==> config.mk <==
export PLATFORM = sky130hd
export DESIGN_NAME = timestamp_minutes_and_weekday
export DESIGN_NICKNAME = d
export VERILOG_FILES = /design/src/hdl/tmw_pkg.sv /design/src/hdl/tmw_stamp_conv.sv /design/src/hdl/tmw_diff_week.sv /design/src/hdl/timestamp_minutes_and_weekday.sv
export SDC_FILE = /design/constraint.sdc
export NUM_CORES = 2
export LEC_CHECK = 0
export ABC_AREA = 1
export BUFFER_PORTS_ARGS = -buffer_cell sky130_fd_sc_hd__buf_2
export CORE_ASPECT_RATIO = 0.8
export CORE_UTILIZATION = 60
export CTS_CLUSTER_SIZE = 16
export DETAILED_ROUTE_END_ITERATION = 8
export PLACE_DENSITY_LB_ADDON = 0.1
export SLEW_MARGIN = 40
export SYNTH_ARGS = -nofsm -noshare
export SYNTH_HDL_FRONTEND = slang
export SYNTH_SLANG_ARGS = --single-unit
==> constraint.sdc <==
create_clock -name clk -period 23.6 [get_ports clk]
set_clock_uncertainty 0.2 [all_clocks]
set_input_delay 2.36 -clock clk [delete_from_list [all_inputs] [get_ports clk]]
set_output_delay 2.36 -clock clk [all_outputs]
set_load 0.02 [all_outputs]
==> src/hdl/tmw_pkg.sv <==
// Shared types, constants and the month table for the timestamp minutes and weekday block.
// No dependencies; every other source file imports this package.
`timescale 1ns / 1ps

package tmw_pkg;

    // Input transaction: current and previous timestamp
    typedef struct packed {
        logic [13:0] cur_year;
        logic [3:0]  cur_month;
        logic [4:0]  cur_day;
        logic [4:0]  cur_hour;
        logic [5:0]  cur_minute;
        logic        has_previous;
        logic [13:0] prev_year;
        logic [3:0]  prev_month;
        logic [4:0]  prev_day;
        logic [4:0]  prev_hour;
        logic [5:0]  prev_minute;
    } tmw_stamp_t;

    // Output transaction
    typedef struct packed {
        logic [2:0]  weekday;
        logic [31:0] minutes_elapsed;
    } tmw_result_t;

    // Load enables, one per pipeline stage
    typedef struct packed {
        logic s1;
        logic s2;
        logic s3;
        logic s4;
        logic s5;
        logic s6;
    } tmw_en_t;

    // Year is biased by one era so the shifted year never goes negative
    localparam logic [14:0]        YEAR_OFS    = 15'd400;
    // floor(x / 25) = (x * 5243) >> 17 for x below 2^13
    localparam logic [12:0]        RECIP25     = 13'd5243;
    localparam logic [8:0]         YEAR_DAYS   = 9'd365;
    // Epoch shift (719468) plus one era (146097) for the year bias
    localparam logic signed [24:0] DAYS_OFS    = 25'sd865565;
    // 3 aligns 1970-01-01 to Thursday; 7 * 130000 keeps the sum positive
    localparam logic signed [23:0] WEEK_BIAS   = 24'sd910003;
    localparam logic signed [11:0] DAY_MINUTES = 12'sd1440;
    localparam logic [10:0]        HOUR_MINUTES = 11'd60;

    // Days from March 1 to the first of the month: (153 * mo + 2) / 5
    function automatic logic [8:0] month_base(input logic [3:0] m);
        logic [8:0] b;
        case (m)
            4'd0:    b = 9'd275;
            4'd1:    b = 9'd306;
            4'd2:    b = 9'd337;
            4'd3:    b = 9'd0;
            4'd4:    b = 9'd31;
            4'd5:    b = 9'd61;
            4'd6:    b = 9'd92;
            4'd7:    b = 9'd122;
            4'd8:    b = 9'd153;
            4'd9:    b = 9'd184;
            4'd10:   b = 9'd214;
            4'd11:   b = 9'd245;
            4'd12:   b = 9'd275;
            4'd13:   b = 9'd306;
            4'd14:   b = 9'd337;
            default: b = 9'd367;
        endcase
        return b;
    endfunction

endpackage

==> src/hdl/tmw_stamp_conv.sv <==
// Three-stage conversion of one timestamp to a day count and a minute of day.
// Depends on tmw_pkg for the enable struct, constants and month table.
`timescale 1ns / 1ps

module tmw_stamp_conv
    import tmw_pkg::*;
(
    input  logic               clk,
    input  tmw_en_t            en,
    input  logic [13:0]        year,
    input  logic [3:0]         month,
    input  logic [4:0]         day,
    input  logic [4:0]         hour,
    input  logic [5:0]         minute,
    output logic signed [23:0] days,
    output logic [10:0]        mod
);

    logic [14:0]        y1_reg, y1_next;
    logic signed [9:0]  doy1_reg, doy1_next;
    logic [10:0]        mod1_reg, mod1_next;

    logic [14:0]        y2_reg;
    logic signed [9:0]  doy2_reg;
    logic [10:0]        mod2_reg;
    logic [8:0]         q100_reg, q100_next;
    logic [23:0]        y365_reg, y365_next;
    logic [25:0]        q_prod;

    logic signed [23:0] days3_reg, days3_next;
    logic [10:0]        mod3_reg;
    logic signed [24:0] day_sum;

    // Stage 1: shift the year into the March-based year, look up day of year, form minute of day
    always_comb
    begin
        y1_next   = 15'({1'b0, year}) + YEAR_OFS - 15'(month <= 4'd2);
        doy1_next = $signed({1'b0, month_base(month)}) + $signed({5'b0, day}) - 10'sd1;
        mod1_next = 11'(hour) * HOUR_MINUTES + 11'(minute);
    end

    always_ff @(posedge clk)
    begin
        if (en.s1)
        begin
            y1_reg   <= y1_next;
            doy1_reg <= doy1_next;
            mod1_reg <= mod1_next;
        end
    end

    // Stage 2: centuries by reciprocal multiply, whole years of 365 days
    always_comb
    begin
        q_prod    = y1_reg[14:2] * RECIP25;
        q100_next = q_prod[25:17];
        y365_next = y1_reg * YEAR_DAYS;
    end

    always_ff @(posedge clk)
    begin
        if (en.s2)
        begin
            y2_reg   <= y1_reg;
            doy2_reg <= doy1_reg;
            mod2_reg <= mod1_reg;
            q100_reg <= q100_next;
            y365_reg <= y365_next;
        end
    end

    // Stage 3: add leap days and day of year, remove the epoch and era bias
    always_comb
    begin
        day_sum = $signed({1'b0, y365_reg})
                + $signed({12'b0, y2_reg[14:2]})
                - $signed({16'b0, q100_reg})
                + $signed({18'b0, q100_reg[8:2]})
                + 25'(doy2_reg)
                - DAYS_OFS;
        days3_next = day_sum[23:0];
    end

    always_ff @(posedge clk)
    begin
        if (en.s3)
        begin
            days3_reg <= days3_next;
            mod3_reg  <= mod2_reg;
        end
    end

    assign days = days3_reg;
    assign mod  = mod3_reg;

endmodule

==> src/hdl/tmw_diff_week.sv <==
// Two-stage minute difference and weekday from the two day counts.
// Depends on tmw_pkg for the enable struct and constants.
`timescale 1ns / 1ps

module tmw_diff_week
    import tmw_pkg::*;
(
    input  logic               clk,
    input  tmw_en_t            en,
    input  logic signed [23:0] cur_days,
    input  logic [10:0]        cur_mod,
    input  logic signed [23:0] prev_days,
    input  logic [10:0]        prev_mod,
    output logic signed [36:0] diff,
    output logic [2:0]         weekday
);

    logic signed [24:0] dd_reg, dd_next;
    logic signed [11:0] md_reg, md_next;
    logic [5:0]         osum_reg, osum_next;
    logic [23:0]        wk;

    logic signed [36:0] diff_reg, diff_next;
    logic signed [36:0] prod;
    logic [2:0]         wd_reg, wd_next;
    logic [3:0]         fold;

    // Stage 4: day and minute-of-day differences, octal digit sum for mod 7
    always_comb
    begin
        dd_next   = 25'(cur_days) - 25'(prev_days);
        md_next   = $signed({1'b0, cur_mod}) - $signed({1'b0, prev_mod});
        wk        = 24'(cur_days + WEEK_BIAS);
        osum_next = '0;
        for (int i = 0; i < 8; i++)
        begin
            osum_next = osum_next + 6'(wk[3*i +: 3]);
        end
    end

    always_ff @(posedge clk)
    begin
        if (en.s4)
        begin
            dd_reg   <= dd_next;
            md_reg   <= md_next;
            osum_reg <= osum_next;
        end
    end

    // Stage 5: scale days to minutes, finish the weekday residue
    always_comb
    begin
        prod      = dd_reg * DAY_MINUTES;
        diff_next = prod + 37'(md_reg);
        fold      = 4'(osum_reg[5:3]) + 4'(osum_reg[2:0]);
        if (fold >= 4'd7)
        begin
            wd_next = 3'(fold - 4'd7);
        end
        else
        begin
            wd_next = fold[2:0];
        end
    end

    always_ff @(posedge clk)
    begin
        if (en.s5)
        begin
            diff_reg <= diff_next;
            wd_reg   <= wd_next;
        end
    end

    assign diff    = diff_reg;
    assign weekday = wd_reg;

endmodule

==> src/hdl/timestamp_minutes_and_weekday.sv <==
// Throughput: one transaction per cycle unless result_stall holds it; six register stages with
// per-stage valid bits, bubbles close up, and a stall on the result side backs up stage by stage.
// Reset: rst_n low clears all valid bits at once; payload registers are not reset.
// Top level: stage control, two timestamp converters, difference stage, clamp.
// Depends on tmw_pkg, tmw_stamp_conv and tmw_diff_week.
`timescale 1ns / 1ps

module timestamp_minutes_and_weekday
    import tmw_pkg::*;
(
    input  logic        clk,
    input  logic        rst_n,
    input  logic        stamp_valid,
    output logic        stamp_stall,
    input  tmw_stamp_t  stamp,
    output logic        result_valid,
    input  logic        result_stall,
    output tmw_result_t result
);

    logic [5:0]         valid_reg;
    logic [5:0]         rdy;
    tmw_en_t            en;
    logic [4:0]         hp_reg;

    logic signed [23:0] cur_days, prev_days;
    logic [10:0]        cur_mod, prev_mod;
    logic signed [36:0] diff;
    logic [2:0]         weekday;

    tmw_result_t        result_reg, result_next;

    // A stage loads when it is empty or the next stage loads
    always_comb
    begin
        rdy[5] = !valid_reg[5] || !result_stall;
        for (int i = 4; i >= 0; i--)
        begin
            rdy[i] = !valid_reg[i] || rdy[i + 1];
        end
        en.s1 = rdy[0];
        en.s2 = rdy[1];
        en.s3 = rdy[2];
        en.s4 = rdy[3];
        en.s5 = rdy[4];
        en.s6 = rdy[5];
    end

    assign stamp_stall = !rdy[0];

    // Advance valid bits with the data
    always_ff @(posedge clk or negedge rst_n)
    begin
        if (!rst_n)
        begin
            valid_reg <= '0;
        end
        else
        begin
            if (rdy[0])
            begin
                valid_reg[0] <= stamp_valid;
            end
            for (int i = 1; i < 6; i++)
            begin
                if (rdy[i])
                begin
                    valid_reg[i] <= valid_reg[i - 1];
                end
            end
        end
    end

    // Carry the previous-timestamp flag alongside
    always_ff @(posedge clk)
    begin
        if (rdy[0])
        begin
            hp_reg[0] <= stamp.has_previous;
        end
        for (int i = 1; i < 5; i++)
        begin
            if (rdy[i])
            begin
                hp_reg[i] <= hp_reg[i - 1];
            end
        end
    end

    tmw_stamp_conv u_cur (
        .clk    (clk),
        .en     (en),
        .year   (stamp.cur_year),
        .month  (stamp.cur_month),
        .day    (stamp.cur_day),
        .hour   (stamp.cur_hour),
        .minute (stamp.cur_minute),
        .days   (cur_days),
        .mod    (cur_mod)
    );

    tmw_stamp_conv u_prev (
        .clk    (clk),
        .en     (en),
        .year   (stamp.prev_year),
        .month  (stamp.prev_month),
        .day    (stamp.prev_day),
        .hour   (stamp.prev_hour),
        .minute (stamp.prev_minute),
        .days   (prev_days),
        .mod    (prev_mod)
    );

    tmw_diff_week u_diff (
        .clk       (clk),
        .en        (en),
        .cur_days  (cur_days),
        .cur_mod   (cur_mod),
        .prev_days (prev_days),
        .prev_mod  (prev_mod),
        .diff      (diff),
        .weekday   (weekday)
    );

    // Stage 6: clamp the difference to the 32-bit range, drop it without a previous stamp
    always_comb
    begin
        result_next.weekday = weekday;
        if (!hp_reg[4] || diff[36])
        begin
            result_next.minutes_elapsed = '0;
        end
        else if (diff[35:32] != 4'd0)
        begin
            result_next.minutes_elapsed = '1;
        end
        else
        begin
            result_next.minutes_elapsed = diff[31:0];
        end
    end

    always_ff @(posedge clk)
    begin
        if (en.s6)
        begin
            result_reg <= result_next;
        end
    end

    assign result_valid = valid_reg[5];
    assign result       = result_reg;

endmodule

-- Yosys cells after proc, flatten, opt, wreduce, memory -nomap -nowiden
Memory sizes are Yosys's and may differ from the RTL's.
Cells that the tools add are included.
- memory bits (read-only): 288
- output and inout port bits: 37
- memories: 2
- bits in registers: 409
- input port bits: 73
- word-level logic and storage cells: 102
- multiplexer cells: 2
- reduce and logical (&&, ||, !) cells: 17
- add/subtract/negate cells: 33
- $lt $le $gt $ge: 3
- multiply operators: 7
- memories (name ; depth ; width ; read ports ; clocked after memory_dff ; wr ports ; line ; source):
    (no name shown) ; 16 ; 9 ; 1 ; 0 ; 0 ; tmw_pkg.sv:53 ; case (m)
    (no name shown) ; 16 ; 9 ; 1 ; 0 ; 0 ; tmw_pkg.sv:53 ;
- operators with widths (kind ; count):
    multiplier 13 x 13 -> 26 bit, second input constant ; 2
    adder 24 x 10 -> 24 bit ; 2
    adder 24 x 13 -> 24 bit ; 2
    adder 24 x 8 -> 24 bit ; 2
    multiplier 15 x 9 -> 24 bit, second input constant ; 2
    subtractor 24 x 10 -> 24 bit ; 2
    subtractor 24 x 21 -> 24 bit, second input constant ; 2
    adder 37 x 12 -> 37 bit ; 1
    adder 6 x 3 -> 6 bit ; 6
    multiplier 25 x 7 -> 32 bit, second input constant ; 1
    2-to-1 mux 32 bit ; 1
    adder 14 x 9 -> 15 bit, second input constant ; 2
    subtractor 15 x 1 -> 15 bit ; 2
    subtractor 24 x 24 -> 25 bit ; 1
    adder 24 x 21 -> 24 bit, second input constant ; 1
    adder 11 x 6 -> 11 bit ; 2
    adder 9 x 5 -> 10 bit ; 2
    subtractor 10 x 2 -> 10 bit, second input constant ; 2
    multiplier 5 x 4 -> 9 bit, second input constant ; 2
    subtractor 11 x 11 -> 12 bit ; 1
    zero test 1 bit ; 9
    adder 3 x 3 -> 4 bit ; 2
    less-or-equal comparator 4 x 2 -> 1 bit, second input constant ; 2
    logical OR 1 bit ; 7
    other kinds (4) ; 4

-- Longest topological paths before layout
- depth after elaboration: 8
- depth in mapped cells: 30
- mapped depth without buffers: 30

-- By module
From an unflattened synthesis, not the netlist that was laid out.
- cell total of the unflattened synthesis: 4806
- area total of the unflattened synthesis: 43000.0 um2
- modules (own cells, without submodules) (module ; instances ; seq. area each (um2) ; area an instance (um2) ; cells an instance):
    tmw_stamp_conv (u_cur) ; 1 ; 4144.0 ; 14802.9 ; 1601
    tmw_stamp_conv (u_prev) ; 1 ; 4144.0 ; 14626.5 ; 1560
    tmw_diff_week ; 1 ; 2492.4 ; 11667.4 ; 1505
    timestamp_minutes_and_weekday ; 1 ; 1351.3 ; 1903.1 ; 140

-- Least setup slack after synthesis
No wires, ideal clock.
- kind: input -> output
- from: in result_stall
- to: out stamp_stall
- arrival: 10.032 ns
- stages: 10
- path slack: 11.008 ns
- data required time: 21.040 ns
- path buffers: 0
- cells stage by stage: nand2_1 -> nor2_1 -> inv_1 -> nor2_1 -> inv_1 -> nor2_1 -> inv_1 -> nor2_1 -> inv_1 -> nor2_1
- RTL lines (what ; line ; source):
    from (decl) ; timestamp_minutes_and_weekday.sv:17 ; input logic result_stall,
    to (decl) ; timestamp_minutes_and_weekday.sv:14 ; output logic stamp_stall,

==> flow_summary.json <==
{
  "cap_violations": 0,
  "first_global_vias": 29200,
  "grt.overflow.total": 0,
  "grt_pass1_wl_um": 150000,
  "ctsResizeCount": 0,
  "period_share": 0.356,
  "syn_avg_cell_area_um2": 9.25,
  "h-tree-depth": 2,
  "synth_top_cell_area_share": 0.287,
  "relSlewSlack": 0.478,
  "dieWidth_um": 297,
  "largest_reg_flops": 37,
  "die_area_um2": 70500,
  "io_buffers": 109,
  "postSynth.asyncResetShare": 0.0148,
  "drt_iter0_drc": 1583,
  "final.min_clock_period_ns": 8.40,
  "via_count": 29600,
  "ys_ff_latch": 405,
  "timing.fmax_mhz": 119,
  "synth-compound-area-share": 0.0809,
  "worstSetupPathType": "input pin to primary output",
  "wl_um": 93400,
  "root_buffer": "clkbuf_16",
  "gp_congestion": 0.940,
  "setup_viol": 0,
  "worstMarginPinSlew_ns": 0.784,
  "synth.mux.area_fraction": 0.000270,
  "rows": 86,
  "die_h_um": 238,
  "grtUsageTotal": 0.273,
  "synth_top_family_by_area": "adder cells",
  "ys.warnings.count": 0,
  "antenna_left": 0,
  "cts_buffers": 43,
  "synth_xor_area_frac": 0.0525,
  "setup_tns_ns": 0,
  "synthSimpleGateAreaFrac": 0.123,
  "num-nets-final": 5715,
  "wl_per_cell_um": 16.6,
  "dpl.hpwl_um": 78900,
  "clkSlewWorstSetupHoldPaths_ns": 0.06,
  "seq_area_frac_synth": 0.291,
  "setup.worst_path.end_class": "primary output",
  "diodes": 0,
  "initial_core_util": 0.606,
  "status": "complete, no violations",
  "synthTopCellsByArea": "edfxtp_1 29%, ha_1 19%, fa_1 17%, inv_1 9.4%, nand2_1 5.7%",
  "crit_required_ns": 21.04,
  "hold_violations": 0,
  "synth_edf_count": 399,
  "syn_area_um2": 41700,
  "start_kind": "input pin",
  "grt_max_degree": 75,
  "vias_per_cell": 5.26,
  "drc_errors": 0,
  "synthTopCellsByCount": "1,045 x inv_1, 634 x ha_1, 634 x nand2_1",
  "numClockSinks": 405,
  "worstPathArrival_ns": 5.84,
  "postSynthNetCount": 5560,
  "ys_types": 51,
  "synth_top_cell_by_area": "edfxtp_1",
  "synthAdderAreaFrac": 0.357,
  "synth.most_common_cell": "inv_1",
  "n_fill_cell": 5687,
  "postCtsSetupBuffers": 0,
  "clockBufferDepth": 3,
  "syn_inst": 4505,
  "ys.flop_type": "edfxtp_1",
  "dr.pass1.iters": 5,
  "rsz0062_at_grt": "false",
  "synthToLayoutAreaGrowth_pct": 7.78,
  "coreArea_um2": 68800,
  "final_layout_size_suffix_gt1_frac": 0.0486,
  "crit_fanout": 74,
  "finalMaxSlewViolations": 0,
  "clk_latency_ns": 0.59,
  "cts_tree": "built",
  "hold_class": "flip-flop to flip-flop",
  "io_pins": 110,
  "hold_buffers": 0,
  "antenna_found_initial": 6
}
worst paths after layout:
kind	start	end	slack, ns	cells past startpoint
hold reg to reg	u_cur.doy1_reg[6]	u_cur.doy2_reg[6]	0.21	0
setup reg to reg	u_diff.dd_reg[5]	u_diff.diff[36]	17.89	22
setup / recovery	result_stall	stamp_stall	15.20	16
min in group asynchronous	rst_n	valid_reg[4]	1.39	1
hold / removal	u_cur.doy1_reg[6]	u_cur.doy2_reg[6]	0.21	0
max in group asynchronous	rst_n	valid_reg[1]	21.64	1
per-layer routing:
metal | part of all wire | vias up | global-route usage
met5 | 0.00075 | - | 0
met4 | 0.018 | 12 | 0.0561
met3 | 0.065 | 127 | 0.0519
met2 | 0.44 | 727 | 0.428
met1 | 0.48 | 13800 | 0.394
li1 | - | 14900 | -
through the flow:
step | hold WS, ns | util | area, um2 | setup slack, ns | std cells
2_1_floorplan | 0.200 | - | 41700 | 11.01 | 4505
3_3_place_gp | 0.202 | 0.631 | 43400 | 14.79 | 5537
3_5_place_dp | 0.205 | 0.632 | 43400 | 14.93 | 5539
4_1_cts | 0.216 | 0.653 | 44900 | 14.91 | 5617
5_1_grt | 0.217 | 0.653 | 44900 | 14.69 | 5617
6_report | 0.214 | 0.653 | 44900 | 15.20 | 5617
worst max-delay path, stage by stage:
cell      delay (ns)
buf_2           0.10
nand2_1         0.05
buf_4           0.39
nor2_1          0.08
inv_1           0.07
buf_4           0.44
nor2_1          0.09
clkinv_1        0.07
buf_4           0.46
nor2_1          0.11
inv_2           0.07
buf_6           0.46
nor2_1          0.20
inv_6           0.49
nor2_1          0.16
buf_2           0.20
final cells by class:
| class | instances | area, um2 | share of cell area |
|---|---|---|---|
| Clock buffer | 52 | 1150 | 0.0256 |
| Clock inverter | 26 | 324 | 0.00721 |
| Inverter | 1047 | 3940 | 0.0876 |
| Multi-Input combinational cell | 3044 | 25600 | 0.570 |
| Sequential cell | 405 | 12100 | 0.270 |
| Tap cell | 924 | 1160 | 0.0257 |
| Timing Repair Buffer | 119 | 636 | 0.0141 |
logic make-up (layout without fill, tap and decap cells):
logic type / Yosys count / count (layout)
xor gates and xnor gates: 250 / 250
AOI/OAI and AO/OA: 590 / 590
DFF: 405 / 405
and+or+nand+nor: 1221 / 1221
buffers and inverters: 1056 / 1244
muxes: 1 / 1
adders and majority gates: 982 / 982
layout by cell type, fill, tap and decap left out, types with 8 or more instances in the layout:
cell,count
nor3_1,35
o21a_1,8
xor2_1,175
xnor2_1,75
nand2_1,634
clkbuf_16,44
nand4_1,46
edfxtp_1,399
nor2_1,284
buf_2,109
o21ai_2,11
inv_1,1041
o21bai_1,37
a21o_1,29
a21boi_0,12
a31oi_1,16
o21ai_0,150
a21oi_1,277
nand3b_1,10
o21ai_1,10
nor4_1,12
fa_1,348
ha_1,634
nand3_1,171
Power is left out: the tool's default activity adds up to more than one toggle a clock period on the data nets, which glitch-free logic cannot reach.
